## config.mk

```make
export PLATFORM = sky130hd
export DESIGN_NAME = hysteresis_noise_gate_flat
export DESIGN_NICKNAME = d
export VERILOG_FILES = /design/src/hdl/ngate_pkg.sv /design/src/hdl/ngate_if.sv /design/src/hdl/ngate_cfg_regs.sv /design/src/hdl/ngate_step_unit.sv /design/src/hdl/hysteresis_noise_gate.sv /design/src/flat_wrapper.sv
export SDC_FILE = /design/constraint.sdc
export NUM_CORES = 2
export LEC_CHECK = 0
export BUFFER_PORTS_ARGS = -buffer_cell sky130_fd_sc_hd__buf_2
export CORE_UTILIZATION = 50
export DETAILED_ROUTE_END_ITERATION = 12
export GPL_TIMING_DRIVEN = 0
export PLACE_DENSITY = 0.64
export REMOVE_ABC_BUFFERS = 1
export SLEW_MARGIN = 25
export SYNTH_ARGS = -nofsm -noshare
export SYNTH_HDL_FRONTEND = slang
export SYNTH_SLANG_ARGS = --single-unit
```

## constraint.sdc

```tcl
create_clock -name clk -period 6.3 [get_ports clk]
set_clock_uncertainty 0.15 [all_clocks]
set_input_delay 1.26 -clock clk [delete_from_list [all_inputs] [get_ports clk]]
set_output_delay 1.26 -clock clk [all_outputs]
set_load 0.05 [all_outputs]
```

## src/hdl/ngate_pkg.sv

```systemverilog
// ----------------------------------------------------------------------------
// ngate_pkg: shared types and constants of the hysteresis noise gate
// Widths, number formats, register codes and reset values used by every file.
// ----------------------------------------------------------------------------
package ngate_pkg;

  localparam int SAMPLE_W  = 24;  // Q1.23 samples
  localparam int COEF_W    = 24;  // Q0.24 coefficients
  localparam int STATE_W   = 32;  // Q3.29 filter and envelope state
  localparam int XS_W      = 30;  // sidechain widened to Q1.29
  localparam int GAIN_W    = 25;  // Q1.24 gain, 0 .. 2^24
  localparam int DIFF_W    = 33;  // signed difference of two state words
  localparam int MAG_W     = 32;  // magnitude of such a difference
  localparam int FRAC_W    = 24;
  localparam int PROD_W    = COEF_W + MAG_W;
  localparam int CFG_IDX_W = 3;
  localparam int CFG_DAT_W = 24;

  localparam int XS_SHIFT = XS_W - SAMPLE_W;

  localparam logic signed [STATE_W-1:0] THRESH_OPEN  = 32'sd536871;
  localparam logic signed [STATE_W-1:0] THRESH_CLOSE = 32'sd241592;
  localparam logic [GAIN_W-1:0]         GAIN_ONE     = 25'd16777216;

  // register indexes of the configuration port
  localparam logic [CFG_IDX_W-1:0] CFG_GATE_ENABLE = 3'd0;
  localparam logic [CFG_IDX_W-1:0] CFG_HP_COEF     = 3'd1;
  localparam logic [CFG_IDX_W-1:0] CFG_LP_COEF     = 3'd2;
  localparam logic [CFG_IDX_W-1:0] CFG_ATTACK      = 3'd3;
  localparam logic [CFG_IDX_W-1:0] CFG_RELEASE     = 3'd4;
  localparam logic [CFG_IDX_W-1:0] CFG_OPEN_RATE   = 3'd5;
  localparam logic [CFG_IDX_W-1:0] CFG_CLOSE_RATE  = 3'd6;

  localparam logic [COEF_W-1:0] RST_HP_COEF    = 24'd218000;
  localparam logic [COEF_W-1:0] RST_LP_COEF    = 24'd4883000;
  localparam logic [COEF_W-1:0] RST_ATTACK     = 24'd226000;
  localparam logic [COEF_W-1:0] RST_RELEASE    = 24'd1590;
  localparam logic [COEF_W-1:0] RST_OPEN_RATE  = 24'd338000;
  localparam logic [COEF_W-1:0] RST_CLOSE_RATE = 24'd1940;

  typedef struct packed {
    logic              gate_enable;
    logic [COEF_W-1:0] highpass_coef;
    logic [COEF_W-1:0] lowpass_coef;
    logic [COEF_W-1:0] env_attack_coef;
    logic [COEF_W-1:0] env_release_coef;
    logic [COEF_W-1:0] gain_open_rate;
    logic [COEF_W-1:0] gain_close_rate;
  } cfg_t;

  // one operation handed to the shared step unit
  typedef struct packed {
    logic              load;     // capture operands this cycle
    logic [COEF_W-1:0] coef;
    logic [MAG_W-1:0]  mag;
    logic              neg;      // step is subtracted from the base
    logic              nearest;  // round to nearest instead of up
  } step_op_t;

endpackage

```

## src/hdl/ngate_if.sv

```systemverilog
// ----------------------------------------------------------------------------
// ngate_if: channel interfaces of the noise gate
// Input sample beats, result beats and configuration write beats.
// ----------------------------------------------------------------------------
interface ngate_in_if import ngate_pkg::*; ();
  logic                       valid;
  logic                       ready;
  logic signed [SAMPLE_W-1:0] sidechain_sample;
  logic signed [SAMPLE_W-1:0] audio_sample;

  modport source (output valid, output sidechain_sample, output audio_sample, input ready);
  modport sink   (input valid, input sidechain_sample, input audio_sample, output ready);
endinterface

interface ngate_out_if import ngate_pkg::*; ();
  logic                       valid;
  logic                       ready;
  logic signed [SAMPLE_W-1:0] gated_sample;
  logic                       gate_is_open;

  modport source (output valid, output gated_sample, output gate_is_open, input ready);
  modport sink   (input valid, input gated_sample, input gate_is_open, output ready);
endinterface

interface ngate_cfg_if import ngate_pkg::*; ();
  logic                 valid;
  logic                 ready;
  logic [CFG_IDX_W-1:0] index;
  logic [CFG_DAT_W-1:0] data;

  modport source (output valid, output index, output data, input ready);
  modport sink   (input valid, input index, input data, output ready);
endinterface

```

## src/hdl/ngate_cfg_regs.sv

```systemverilog
// ----------------------------------------------------------------------------
// ngate_cfg_regs: configuration register file
// Takes write beats at any time and holds the gate's coefficients.
// ----------------------------------------------------------------------------
module ngate_cfg_regs import ngate_pkg::*; (
  input  logic       clk,
  input  logic       rst_n,
  ngate_cfg_if.sink  cfg_chan,
  output cfg_t       cfg
);

  cfg_t cfg_r;

  assign cfg_chan.ready = 1'b1;
  assign cfg            = cfg_r;

  always_ff @(posedge clk) begin
    if (!rst_n) begin
      cfg_r.gate_enable      <= 1'b1;
      cfg_r.highpass_coef    <= RST_HP_COEF;
      cfg_r.lowpass_coef     <= RST_LP_COEF;
      cfg_r.env_attack_coef  <= RST_ATTACK;
      cfg_r.env_release_coef <= RST_RELEASE;
      cfg_r.gain_open_rate   <= RST_OPEN_RATE;
      cfg_r.gain_close_rate  <= RST_CLOSE_RATE;
    end else if (cfg_chan.valid) begin
      case (cfg_chan.index)
        CFG_GATE_ENABLE: cfg_r.gate_enable      <= cfg_chan.data[0];
        CFG_HP_COEF:     cfg_r.highpass_coef    <= cfg_chan.data;
        CFG_LP_COEF:     cfg_r.lowpass_coef     <= cfg_chan.data;
        CFG_ATTACK:      cfg_r.env_attack_coef  <= cfg_chan.data;
        CFG_RELEASE:     cfg_r.env_release_coef <= cfg_chan.data;
        CFG_OPEN_RATE:   cfg_r.gain_open_rate   <= cfg_chan.data;
        CFG_CLOSE_RATE:  cfg_r.gain_close_rate  <= cfg_chan.data;
        default: ;  // drop writes beyond the list
      endcase
    end
  end

endmodule

```

## src/hdl/ngate_step_unit.sv

```systemverilog
// ----------------------------------------------------------------------------
// ngate_step_unit: shared multiply and step-apply unit
// Captures coef and magnitude, multiplies in the next cycle, then adds the
// rounded, signed step to a base word in a single adder with carry-in.
// ----------------------------------------------------------------------------
module ngate_step_unit import ngate_pkg::*; (
  input  logic                     clk,
  input  step_op_t                 op,
  input  logic signed [DIFF_W-1:0] base,
  output logic signed [DIFF_W-1:0] res
);

  logic [COEF_W-1:0] coef_r;
  logic [MAG_W-1:0]  mag_r;
  logic              neg_r;
  logic              near_r;
  logic [PROD_W-1:0] prod_r;

  logic [MAG_W-1:0]  hi;
  logic              inc;
  logic [DIFF_W-1:0] addend;
  logic              cin;

  always_ff @(posedge clk) begin
    if (op.load) begin
      coef_r <= op.coef;
      mag_r  <= op.mag;
      neg_r  <= op.neg;
      near_r <= op.nearest;
    end
    prod_r <= PROD_W'(coef_r) * PROD_W'(mag_r);
  end

  // base - (hi + inc) = base + ~hi + !inc, so the sign folds into the carry
  always_comb begin
    hi     = prod_r[PROD_W-1:FRAC_W];
    inc    = near_r ? prod_r[FRAC_W-1] : |prod_r[FRAC_W-1:0];
    addend = neg_r ? ~{1'b0, hi} : {1'b0, hi};
    cin    = neg_r ^ inc;
    res    = base + signed'(addend) + signed'(DIFF_W'(cin));
  end

endmodule

```

## src/hdl/hysteresis_noise_gate.sv

```systemverilog
// ----------------------------------------------------------------------------
// hysteresis_noise_gate: noise gate with hysteresis detector, top level
// Sidechain high-pass and low-pass, envelope follower, hysteresis flag and
// smoothed gain, all through one shared 24 x 32 multiplier step unit.
//
//   channel   dir  beat carries                         handshake
//   in_chan   in   sidechain_sample, audio_sample       valid / ready
//   out_chan  out  gated_sample, gate_is_open           valid / ready
//   cfg_chan  in   index (0..6), data                   valid / ready (always 1)
//
// An enabled sample runs from its input beat to its result beat through five
// passes of the shared step unit (high-pass, low-pass, envelope, gain, output
// scale), each a DIF, MUL and UPD (or RND) state, plus the bookkeeping states
// HP_OUT, ENV_ABS and FLAG. A bypassed sample (gate disabled) goes through S_BYP.
// in_chan is ready only when the sequencer is idle. A result waits in the output
// register; the next sample runs meanwhile and stalls only in its final state.
// Reset is synchronous, active low, and clears all detector and gain state.
// ----------------------------------------------------------------------------
module hysteresis_noise_gate import ngate_pkg::*; (
  input  logic       clk,
  input  logic       rst_n,
  ngate_in_if.sink   in_chan,
  ngate_out_if.source out_chan,
  ngate_cfg_if.sink  cfg_chan
);

  typedef enum logic [4:0] {
    S_IDLE,
    S_HP_DIF, S_HP_MUL, S_HP_UPD, S_HP_OUT,
    S_LP_DIF, S_LP_MUL, S_LP_UPD,
    S_ENV_ABS, S_ENV_DIF, S_ENV_MUL, S_ENV_UPD,
    S_FLAG,
    S_GN_DIF, S_GN_MUL, S_GN_UPD,
    S_OUT_DIF, S_OUT_MUL, S_OUT_RND,
    S_BYP
  } state_t;

  cfg_t cfg;

  state_t                     state_r;
  logic signed [XS_W-1:0]     x_r;       // sidechain in Q1.29
  logic signed [SAMPLE_W-1:0] audio_r;
  logic signed [STATE_W-1:0]  hm_r;      // high-pass memory
  logic signed [STATE_W-1:0]  lm_r;      // low-pass memory
  logic signed [STATE_W-1:0]  env_r;     // envelope level
  logic signed [DIFF_W-1:0]   hp_r;      // high-pass output
  logic [XS_W:0]              sc_mag_r;  // magnitude of the filtered sidechain
  logic                       open_r;
  logic [GAIN_W-1:0]          gain_r;
  logic                       out_valid_r;
  logic signed [SAMPLE_W-1:0] gated_r;
  logic                       flag_out_r;

  logic signed [DIFF_W-1:0]   opa, opb, sub_ab, sub_ba;
  logic                       diff_neg;
  logic [MAG_W-1:0]           diff_mag;
  step_op_t                   op;
  logic signed [DIFF_W-1:0]   base, res;
  logic                       out_free;
  logic                       out_load;

  ngate_cfg_regs u_cfg (
    .clk      (clk),
    .rst_n    (rst_n),
    .cfg_chan (cfg_chan),
    .cfg      (cfg)
  );

  ngate_step_unit u_step (
    .clk  (clk),
    .op   (op),
    .base (base),
    .res  (res)
  );

  assign in_chan.ready         = (state_r == S_IDLE);
  assign out_chan.valid        = out_valid_r;
  assign out_chan.gated_sample = gated_r;
  assign out_chan.gate_is_open = flag_out_r;
  assign out_free              = !out_valid_r || out_chan.ready;
  // a finished sample lands in the output register this cycle
  assign out_load              = ((state_r == S_OUT_RND) || (state_r == S_BYP)) && out_free;

  // Operand select for the shared subtractor pair: one gives the signed
  // difference, the other its negation, so the magnitude needs no extra adder.
  always_comb begin
    opa = '0;
    opb = '0;
    case (state_r)
      S_HP_DIF, S_HP_OUT: begin
        opa = DIFF_W'(x_r);
        opb = DIFF_W'(hm_r);
      end
      S_LP_DIF: begin
        opa = hp_r;
        opb = DIFF_W'(lm_r);
      end
      S_ENV_ABS: begin
        opb = DIFF_W'(lm_r);
      end
      S_ENV_DIF: begin
        opa = signed'(DIFF_W'(sc_mag_r));
        opb = DIFF_W'(env_r);
      end
      S_GN_DIF: begin
        opa = open_r ? signed'(DIFF_W'(GAIN_ONE)) : '0;
        opb = signed'(DIFF_W'(gain_r));
      end
      S_OUT_DIF: begin
        opa = DIFF_W'(audio_r);
      end
      default: ;
    endcase
    sub_ab   = opa - opb;
    sub_ba   = opb - opa;
    diff_neg = sub_ab[DIFF_W-1];
    diff_mag = diff_neg ? sub_ba[MAG_W-1:0] : sub_ab[MAG_W-1:0];
  end

  // Issue to the step unit and pick the word the step lands on.
  always_comb begin
    op         = '0;
    op.mag     = diff_mag;
    op.neg     = diff_neg;
    base       = '0;
    case (state_r)
      S_HP_DIF: begin
        op.load = 1'b1;
        op.coef = cfg.highpass_coef;
      end
      S_LP_DIF: begin
        op.load = 1'b1;
        op.coef = cfg.lowpass_coef;
      end
      S_ENV_DIF: begin
        // fall when below the envelope, rise otherwise (equal gives no step)
        op.load = 1'b1;
        op.coef = diff_neg ? cfg.env_release_coef : cfg.env_attack_coef;
      end
      S_GN_DIF: begin
        op.load = 1'b1;
        op.coef = diff_neg ? cfg.gain_close_rate : cfg.gain_open_rate;
      end
      S_OUT_DIF: begin
        // audio magnitude rides in the coef slot, gain in the wide slot
        op.load    = 1'b1;
        op.coef    = diff_mag[COEF_W-1:0];
        op.mag     = MAG_W'(gain_r);
        op.nearest = 1'b1;
      end
      S_HP_UPD:  base = DIFF_W'(hm_r);
      S_LP_UPD:  base = DIFF_W'(lm_r);
      S_ENV_UPD: base = DIFF_W'(env_r);
      S_GN_UPD:  base = signed'(DIFF_W'(gain_r));
      default: ;
    endcase
  end

  // Sequencer: state, detector state and the output register.
  always_ff @(posedge clk) begin
    if (!rst_n) begin
      state_r     <= S_IDLE;
      hm_r        <= '0;
      lm_r        <= '0;
      env_r       <= '0;
      open_r      <= 1'b0;
      gain_r      <= '0;
      out_valid_r <= 1'b0;
    end else begin
      // load a new result beat, or retire a taken one
      if (out_load) begin
        out_valid_r <= 1'b1;
      end else if (out_chan.ready) begin
        out_valid_r <= 1'b0;
      end
      case (state_r)
        S_IDLE: begin
          if (in_chan.valid) begin
            x_r     <= signed'({in_chan.sidechain_sample, XS_SHIFT'(0)});
            audio_r <= in_chan.audio_sample;
            state_r <= cfg.gate_enable ? S_HP_DIF : S_BYP;
          end
        end
        S_HP_DIF:  state_r <= S_HP_MUL;
        S_HP_MUL:  state_r <= S_HP_UPD;
        S_HP_UPD: begin
          hm_r    <= res[STATE_W-1:0];
          state_r <= S_HP_OUT;
        end
        S_HP_OUT: begin
          hp_r    <= sub_ab;
          state_r <= S_LP_DIF;
        end
        S_LP_DIF:  state_r <= S_LP_MUL;
        S_LP_MUL:  state_r <= S_LP_UPD;
        S_LP_UPD: begin
          lm_r    <= res[STATE_W-1:0];
          state_r <= S_ENV_ABS;
        end
        S_ENV_ABS: begin
          sc_mag_r <= diff_mag[XS_W:0];
          state_r  <= S_ENV_DIF;
        end
        S_ENV_DIF: state_r <= S_ENV_MUL;
        S_ENV_MUL: state_r <= S_ENV_UPD;
        S_ENV_UPD: begin
          env_r   <= res[STATE_W-1:0];
          state_r <= S_FLAG;
        end
        S_FLAG: begin
          // closed: only the open test applies; open: only the close test
          if (!open_r) begin
            if (env_r >= THRESH_OPEN) begin
              open_r <= 1'b1;
            end
          end else if (env_r < THRESH_CLOSE) begin
            open_r <= 1'b0;
          end
          state_r <= S_GN_DIF;
        end
        S_GN_DIF:  state_r <= S_GN_MUL;
        S_GN_MUL:  state_r <= S_GN_UPD;
        S_GN_UPD: begin
          gain_r  <= res[GAIN_W-1:0];
          state_r <= S_OUT_DIF;
        end
        S_OUT_DIF: state_r <= S_OUT_MUL;
        S_OUT_MUL: state_r <= S_OUT_RND;
        S_OUT_RND: begin
          // hold here until the output register is free
          if (out_free) begin
            gated_r     <= res[SAMPLE_W-1:0];
            flag_out_r  <= open_r;
            state_r     <= S_IDLE;
          end
        end
        S_BYP: begin
          // gate disabled: pass audio, report the held flag
          if (out_free) begin
            gated_r     <= audio_r;
            flag_out_r  <= open_r;
            state_r     <= S_IDLE;
          end
        end
        default: state_r <= S_IDLE;
      endcase
    end
  end

endmodule
```

## src/flat_wrapper.sv

```systemverilog
// flat-port wrapper written by rule: the top's interface ports become plain ports
module hysteresis_noise_gate_flat import ngate_pkg::*;
  (clk, rst_n, in_chan_valid, in_chan_sidechain_sample, in_chan_audio_sample, in_chan_ready, out_chan_valid, out_chan_gated_sample, out_chan_gate_is_open, out_chan_ready, cfg_chan_valid, cfg_chan_index, cfg_chan_data, cfg_chan_ready);
  ngate_in_if in_chan_i ();
  ngate_out_if out_chan_i ();
  ngate_cfg_if cfg_chan_i ();
  input  logic clk;
  input  logic rst_n;
  input wire logic [$bits(in_chan_i.valid)-1:0] in_chan_valid;
  input wire logic [$bits(in_chan_i.sidechain_sample)-1:0] in_chan_sidechain_sample;
  input wire logic [$bits(in_chan_i.audio_sample)-1:0] in_chan_audio_sample;
  output wire logic [$bits(in_chan_i.ready)-1:0] in_chan_ready;
  output wire logic [$bits(out_chan_i.valid)-1:0] out_chan_valid;
  output wire logic [$bits(out_chan_i.gated_sample)-1:0] out_chan_gated_sample;
  output wire logic [$bits(out_chan_i.gate_is_open)-1:0] out_chan_gate_is_open;
  input wire logic [$bits(out_chan_i.ready)-1:0] out_chan_ready;
  input wire logic [$bits(cfg_chan_i.valid)-1:0] cfg_chan_valid;
  input wire logic [$bits(cfg_chan_i.index)-1:0] cfg_chan_index;
  input wire logic [$bits(cfg_chan_i.data)-1:0] cfg_chan_data;
  output wire logic [$bits(cfg_chan_i.ready)-1:0] cfg_chan_ready;
  assign in_chan_i.valid = in_chan_valid;
  assign in_chan_i.sidechain_sample = in_chan_sidechain_sample;
  assign in_chan_i.audio_sample = in_chan_audio_sample;
  assign in_chan_ready = in_chan_i.ready;
  assign out_chan_valid = out_chan_i.valid;
  assign out_chan_gated_sample = out_chan_i.gated_sample;
  assign out_chan_gate_is_open = out_chan_i.gate_is_open;
  assign out_chan_i.ready = out_chan_ready;
  assign cfg_chan_i.valid = cfg_chan_valid;
  assign cfg_chan_i.index = cfg_chan_index;
  assign cfg_chan_i.data = cfg_chan_data;
  assign cfg_chan_ready = cfg_chan_i.ready;
  hysteresis_noise_gate u_core (.clk(clk), .rst_n(rst_n), .in_chan(in_chan_i), .out_chan(out_chan_i), .cfg_chan(cfg_chan_i));
endmodule
```

=== Yosys cells after proc, flatten, opt, wreduce, memory -nomap -nowiden ===
Cells that the tools add are included.

* $add $sub $neg: 4
* Multiply operators: 1
* $lt $le $gt $ge: 2
* Eq/ne operators: 29
* Multiplexer cells: 24
* Bitwise gates (word level): 2
* Reductions and logical operators: 25

{| class="wikitable"
|+ Operators by type and width
! cell !! count
|-
| $pmux W33 S5 || 1
|-
| $pmux W33 S4 || 1
|-
| $pmux W32 S4 || 1
|-
| $pmux W25 S5 || 1
|-
| $mux W24 || 4
|-
| $pmux W5 S19 || 1
|-
| $mux W32 || 2
|-
| $mul A24 B32 Y56 || 1
|-
| $mux W25 || 2
|-
| $pmux W24 S2 || 1
|-
| $eq A5 B4 Y1 const B || 8
|-
| $sub A33 B33 Y33 || 1
|-
| $add A32 B2 Y32 || 1
|-
| $add A32 B32 Y32 || 1
|-
| $ge A32 B21 Y1 const B || 1
|-
| $lt A32 B19 Y1 const B || 1
|-
| $not A32 Y32 || 1
|-
| $sub A32 B32 Y32 || 1
|-
| $reduce_or A24 Y1 || 1
|-
| $eq A5 B3 Y1 const B || 4
|-
| $eq A5 B5 Y1 const B || 4
|-
| $reduce_and A2 Y1 || 10
|-
| $mux W5 || 3
|-
| $eq A5 B2 Y1 const B || 2
|-
| 17 further kinds || 33
|}

* Register bits after elaboration: 524
* Output and inout port bits: 28

=== Longest topological paths before layout ===
* Depth in word-level cells: 6
* Gate-level depth with buffers: 28

=== Modules after synthesis ===
Synthesis repeated with hierarchy kept, for this count alone.

* Cells, all modules: 5691
* Area total of the unflattened synthesis: 52198.8 um2

{| class="wikitable"
|+ By module, submodules not included
! module !! instances !! cells each !! area each (um2) !! seq. area each (um2)
|-
| ngate_step_unit || 1 || 3245 || 29824.9 || 2862.7
|-
| hysteresis_noise_gate || 1 || 1911 || 16746.1 || 6676.4
|-
| ngate_cfg_regs || 1 || 535 || 5627.9 || 2902.8
|}

=== Worst setup path before layout ===
Ideal clock, no wire load.

* Path kind: reg2reg
* Start point: register u_core.u_step.mag_r[24]
* End point: register u_core.u_step.prod_r[53]
* Setup time: 0.122 ns
* Arrival: 6.684 ns
* Slack: -0.656 ns
* Cell stages (with the launch flop): 25
* Path buffers: 2
* Path through: edfxtp_1 -> clkbuf_1 -> and2_1 -> fa_1 -> inv_1 -> fa_1 -> fa_1 -> inv_1 -> fa_1 -> inv_1 -> fa_1 -> fa_1 -> fa_1 -> inv_1 -> ha_1 -> clkbuf_1 -> a21oi_1 -> o21ai_0 -> or2_2 -> a31o_2 -> and3_1 -> a21oi_1 -> nor4_1 -> or2_0 -> a311o_1

* Longest elaborated chain between the ends: 1

{| class="wikitable"
|+ RTL lines
! what !! RTL line !! text
|-
| start, declared || ngate_step_unit.sv:14 || <nowiki>logic [MAG_W-1:0] mag_r;</nowiki>
|-
| start signal, assigned || ngate_step_unit.sv:27 || <nowiki>mag_r <= op.mag;</nowiki>
|-
| $mul A24 B32 Y56 || ngate_step_unit.sv:31 || <nowiki>prod_r <= PROD_W'(coef_r) * PROD_W'(mag_r);</nowiki>
|-
| end signal, assigned || ngate_step_unit.sv:31 ||
|-
| end, declared || ngate_step_unit.sv:17 || <nowiki>logic [PROD_W-1:0] prod_r;</nowiki>
|}

No other way between the ends.
A chain may end at the register's enable or synchronous reset.

=== Worst setup path in the final report ===
* Start point: register u_core.u_step.coef_r[18]
* End point: register u_core.u_step.prod_r[48]

* Longest elaborated chain between the ends: 1

{| class="wikitable"
|+ RTL lines
! what !! RTL line !! text
|-
| start, declared || ngate_step_unit.sv:13 || <nowiki>logic [COEF_W-1:0] coef_r;</nowiki>
|-
| start signal, assigned || ngate_step_unit.sv:26 || <nowiki>coef_r <= op.coef;</nowiki>
|-
| $mul A24 B32 Y56 || ngate_step_unit.sv:31 ||
|}

No other way between the ends.

==> qor.txt <==
========================================================================================================
Status .................................................................................... finished with violations
Violations in the final reports ........................................................... setup timing
Post-Syn Area ............................................................................. 50,500 sq um
Clock latency of the later-clocked register in the worst-skew pair ........................      0.64 ns
Arrival time worst endpoint ...............................................................      7.61 ns
Min-delay worst type ...................................................................... flop to flop
Remaining max-slew budget at the tightest pin .............................................        0.351
Area leader, netlist ......................................................................         fa_1
Vertical die dimension ....................................................................       320 um
Filler cells ..............................................................................        8,527
Minimum period implied by the final worst setup slack .....................................      7.25 ns
Clock net sink count ......................................................................          524
Floorplan core area ....................................................................... 100,000 sq um
Port Buffers ..............................................................................          106
Quantity of hold-fixing buffers added after cts ...........................................            0
Number of storage elements in the synthesis netlist .......................................          524
Leading cell types in the layout, fill and taps excluded .................................. nand2_1 (1,035), inv_1 (773), fa_1 (632)
Grt total ovfl ............................................................................            0
Clock Root Buffer .........................................................................    clkbuf_16
Count of vias placed by the detailed router ...............................................       41,400
Number of standard-cell rows in the floorplan .............................................          116
Share of Yosys cell area claimed by the top area cell type ................................        0.262
Post-DRT Antenna Nets .....................................................................            0
Fraction of layout instances using a drive strength above 1 ...............................        0.152
Seq/Total Area, Yosys .....................................................................        0.246
Kind of end point of the critical path ....................................................         flop
Fin. Hold Viols ...........................................................................            0
Max FO, Critical Path .....................................................................            5
Period Utilization, post-route ............................................................         1.15
Final HPWL from detailed placement ........................................................       115 mm
Post-synthesis average cell area ..........................................................   8.97 sq um
Post-detailed-route wirelength per cell ...................................................      22.6 um
I/O pin count .............................................................................          108
Remaining design rule violation count .....................................................            0
Crit path launch type .....................................................................         flop
Maximum number of pins on one net before global-route repair ..............................           82
Total of endpoints with negative setup slack in the final report ..........................           35
Tot GR Track Use ..........................................................................        0.313
Num CTS Buffers ...........................................................................           57
Total number of nets in the final design ..................................................        6,828
Share of async-settable or async-resettable flops after synthesis .........................            0
Highest attainable clock frequency ........................................................    0.138 GHz
Wire length of the first global-routing pass ..............................................       246 mm
Required time worst endpoint ..............................................................      6.66 ns
Core Util, Final ..........................................................................        0.596
Hold slack final ..........................................................................     0.303 ns
Antenna violations before repair ..........................................................            7
Final setup margin ........................................................................    -0.951 ns
Flip-flop cell with the highest count after synthesis .....................................      dfxtp_1
First-iteration detailed-routing DRC count ................................................        4,273
TritonCTS clock tree ......................................................................         done
Post-synth EDFFs ..........................................................................          195
Area contributors post-synth .............................................................. fa_1 (26%), dfxtp_1 (13%), edfxtp_1 (12%)
Die X-Extent ..............................................................................       320 um
Post-CTS clock slew at the launch and capture registers of the worst setup and hold paths .      0.06 ns
Maxcap violations .........................................................................            0
Final count of pins violating max slew ....................................................            0
Worst-Margin Slew .........................................................................     0.973 ns
Relative area change from synthesis to final layout .......................................        18.2%
Setup repair after global routing missed its margin .......................................         true
H-tree depth reported by CTS ..............................................................            2
CTS max path bufs .........................................................................            3
Cell variety after synth ..................................................................           83
Routability Congestion ....................................................................        0.929
YS warnings ...............................................................................            0
Total wire length after detailed routing ..................................................       162 mm
Setup TNS Final ...........................................................................    -18.43 ns
Effective utilization at floorplan ........................................................        0.505
Commonest non-fill, non-tap cell in the layout ............................................      nand2_1
Number of instances in the synthesized netlist ............................................        5,633
Setup Crit Path Kind ...................................................................... flop to flop
Via count of the first global-routing pass ................................................       41,300
Total die area ............................................................................ 102,000 sq um
Length of the first detailed-routing pass in iterations ...................................           10
Vias per inst .............................................................................         5.79
========================================================================================================
-- path summary, 6_finish.rpt --
check / from / cells after the start / slack (ns) / end
setup reg to reg: u_core.u_step.coef_r[18]$_DFFE_PP_ / 24 / -0.95 / u_core.u_step.prod_r[48]$_DFF_P_
hold / removal: u_core.u_cfg.cfg[67]$_SDFFE_PN0P_ / 2 / 0.30 / u_core.u_cfg.cfg[67]$_SDFFE_PN0P_
hold reg to reg: u_core.u_cfg.cfg[67]$_SDFFE_PN0P_ / 2 / 0.30 / u_core.u_cfg.cfg[67]$_SDFFE_PN0P_
setup / recovery: u_core.u_step.coef_r[18]$_DFFE_PP_ / 24 / -0.95 / u_core.u_step.prod_r[48]$_DFF_P_
-- flip-flops by register name, summed over array words and instances, names as in the netlist --
signal                        count
u_core.x_r                       24
u_core.open_r                     1
u_core.hm_r                      32
u_core.lm_r                      32
u_core.hp_r                      33
u_core.u_step.prod_r             56
u_core.audio_r                   24
u_core.env_r                     32
u_core.out_chan.gate_is_open      1
u_core.u_cfg.cfg                145
u_core.sc_mag_r                  31
u_core.u_step.coef_r             24
u_core.gain_r                    25
u_core.out_chan.gated_sample     24
u_core.state_r                    5
u_core.u_step.neg_r               1
u_core.u_step.near_r              1
u_core.out_chan.valid             1
u_core.u_step.mag_r              32
-- cell usage after synthesis, types with 7 or more instances --
cell,count
a21oi_1,327
buf_1,20
o21a_1,20
xnor2_1,91
o221ai_1,8
dfxtp_1,329
or2_2,7
mux2i_1,51
a221oi_1,48
nor2_1,155
and4_1,11
mux2_2,34
clkbuf_1,296
a222oi_1,55
nand3_1,97
nand2_1,1047
xor2_1,83
inv_1,808
nand2b_1,18
and3_1,17
nor3_1,19
and2_1,415
ha_1,275
o31ai_1,7
or3_1,8
nor2b_1,25
a22o_1,43
a31oi_1,23
o211ai_1,7
edfxtp_1,195
o21bai_1,23
a22oi_1,15
fa_1,662
a21o_1,88
a221o_1,17
o21ai_0,117
a211oi_1,27
nand4_1,14
buf_2,17
nor4_1,13
-- cells by family (layout without fill, tap and decap cells) --
kind of cell | count (synthesis) | in the layout | synth area share
AOI/OAI and AO/OA | 881 | 881 | 0.116
xor gates and xnor gates | 174 | 174 | 0.0302
adders and majority gates | 937 | 937 | 0.330
buffers and inverters | 1153 | 1378 | 0.0873
DFF | 524 | 524 | 0.246
muxes | 95 | 95 | 0.0202
other | 1 | 5 | 0.0000742
and+or+nand+nor | 1868 | 1870 | 0.170
-- repair_timing --
action,4_1_cts,5_1_grt
gates cloned,9,5
gates resized for setup,256,155
setup buffers,165,58
pin swaps,130,137
setup endpoints to repair,124,83
-- per-stage QoR --
stage	cell area, sq um	std cells	worst slack, ns
4_1_cts	58700	7098	-0.973
3_3_place_gp	51300	6693	-19.59
6_report	59700	7162	-0.951
2_1_floorplan	49200	5289	-7.18
5_1_grt	59700	7161	-1.10
3_5_place_dp	53700	6817	-2.56
-- routing by layer --
metal  track usage  share of wire  up-vias
li1              -              -    18400
met1         0.421           0.41    20800
met2         0.513           0.47     1873
met3        0.0484          0.087      315
met4         0.110          0.038        2
met5             0       0.000074        -
-- worst max-delay path: stages, from the launching register on --
cell and delay (ns):
edfxtp_1 0.40, clkbuf_16 0.20, buf_12 0.15, and2_4 0.16
fa_1 0.54, inv_2 0.04, fa_1 0.53, inv_1 0.05
fa_1 0.48, fa_1 0.58, fa_1 0.47, fa_1 0.50
inv_1 0.05, fa_1 0.50, inv_2 0.05, ha_4 0.23
a21oi_2 0.14, nor2b_1 0.07, o21ai_1 0.16, nand4_1 0.25
o21ai_4 0.29, a21oi_4 0.12, a311o_2 0.47, a221o_1 0.38
xor2_1 0.14
-- layout make-up --
cell class,instances,area (sq um),area share
sequential,524,12500,0.209
tap,1298,1620,0.0272
clock inverter,34,465,0.00779
clock buffer,74,1580,0.0265
inverter,809,3050,0.0511
timing repair buffer,461,5260,0.0881
antenna,4,10.0,0.000168
multi-input combinational,3958,35300,0.591
Power is not shown: default switching activity piles up to over one toggle a cycle in this logic, so the estimate is an artifact.
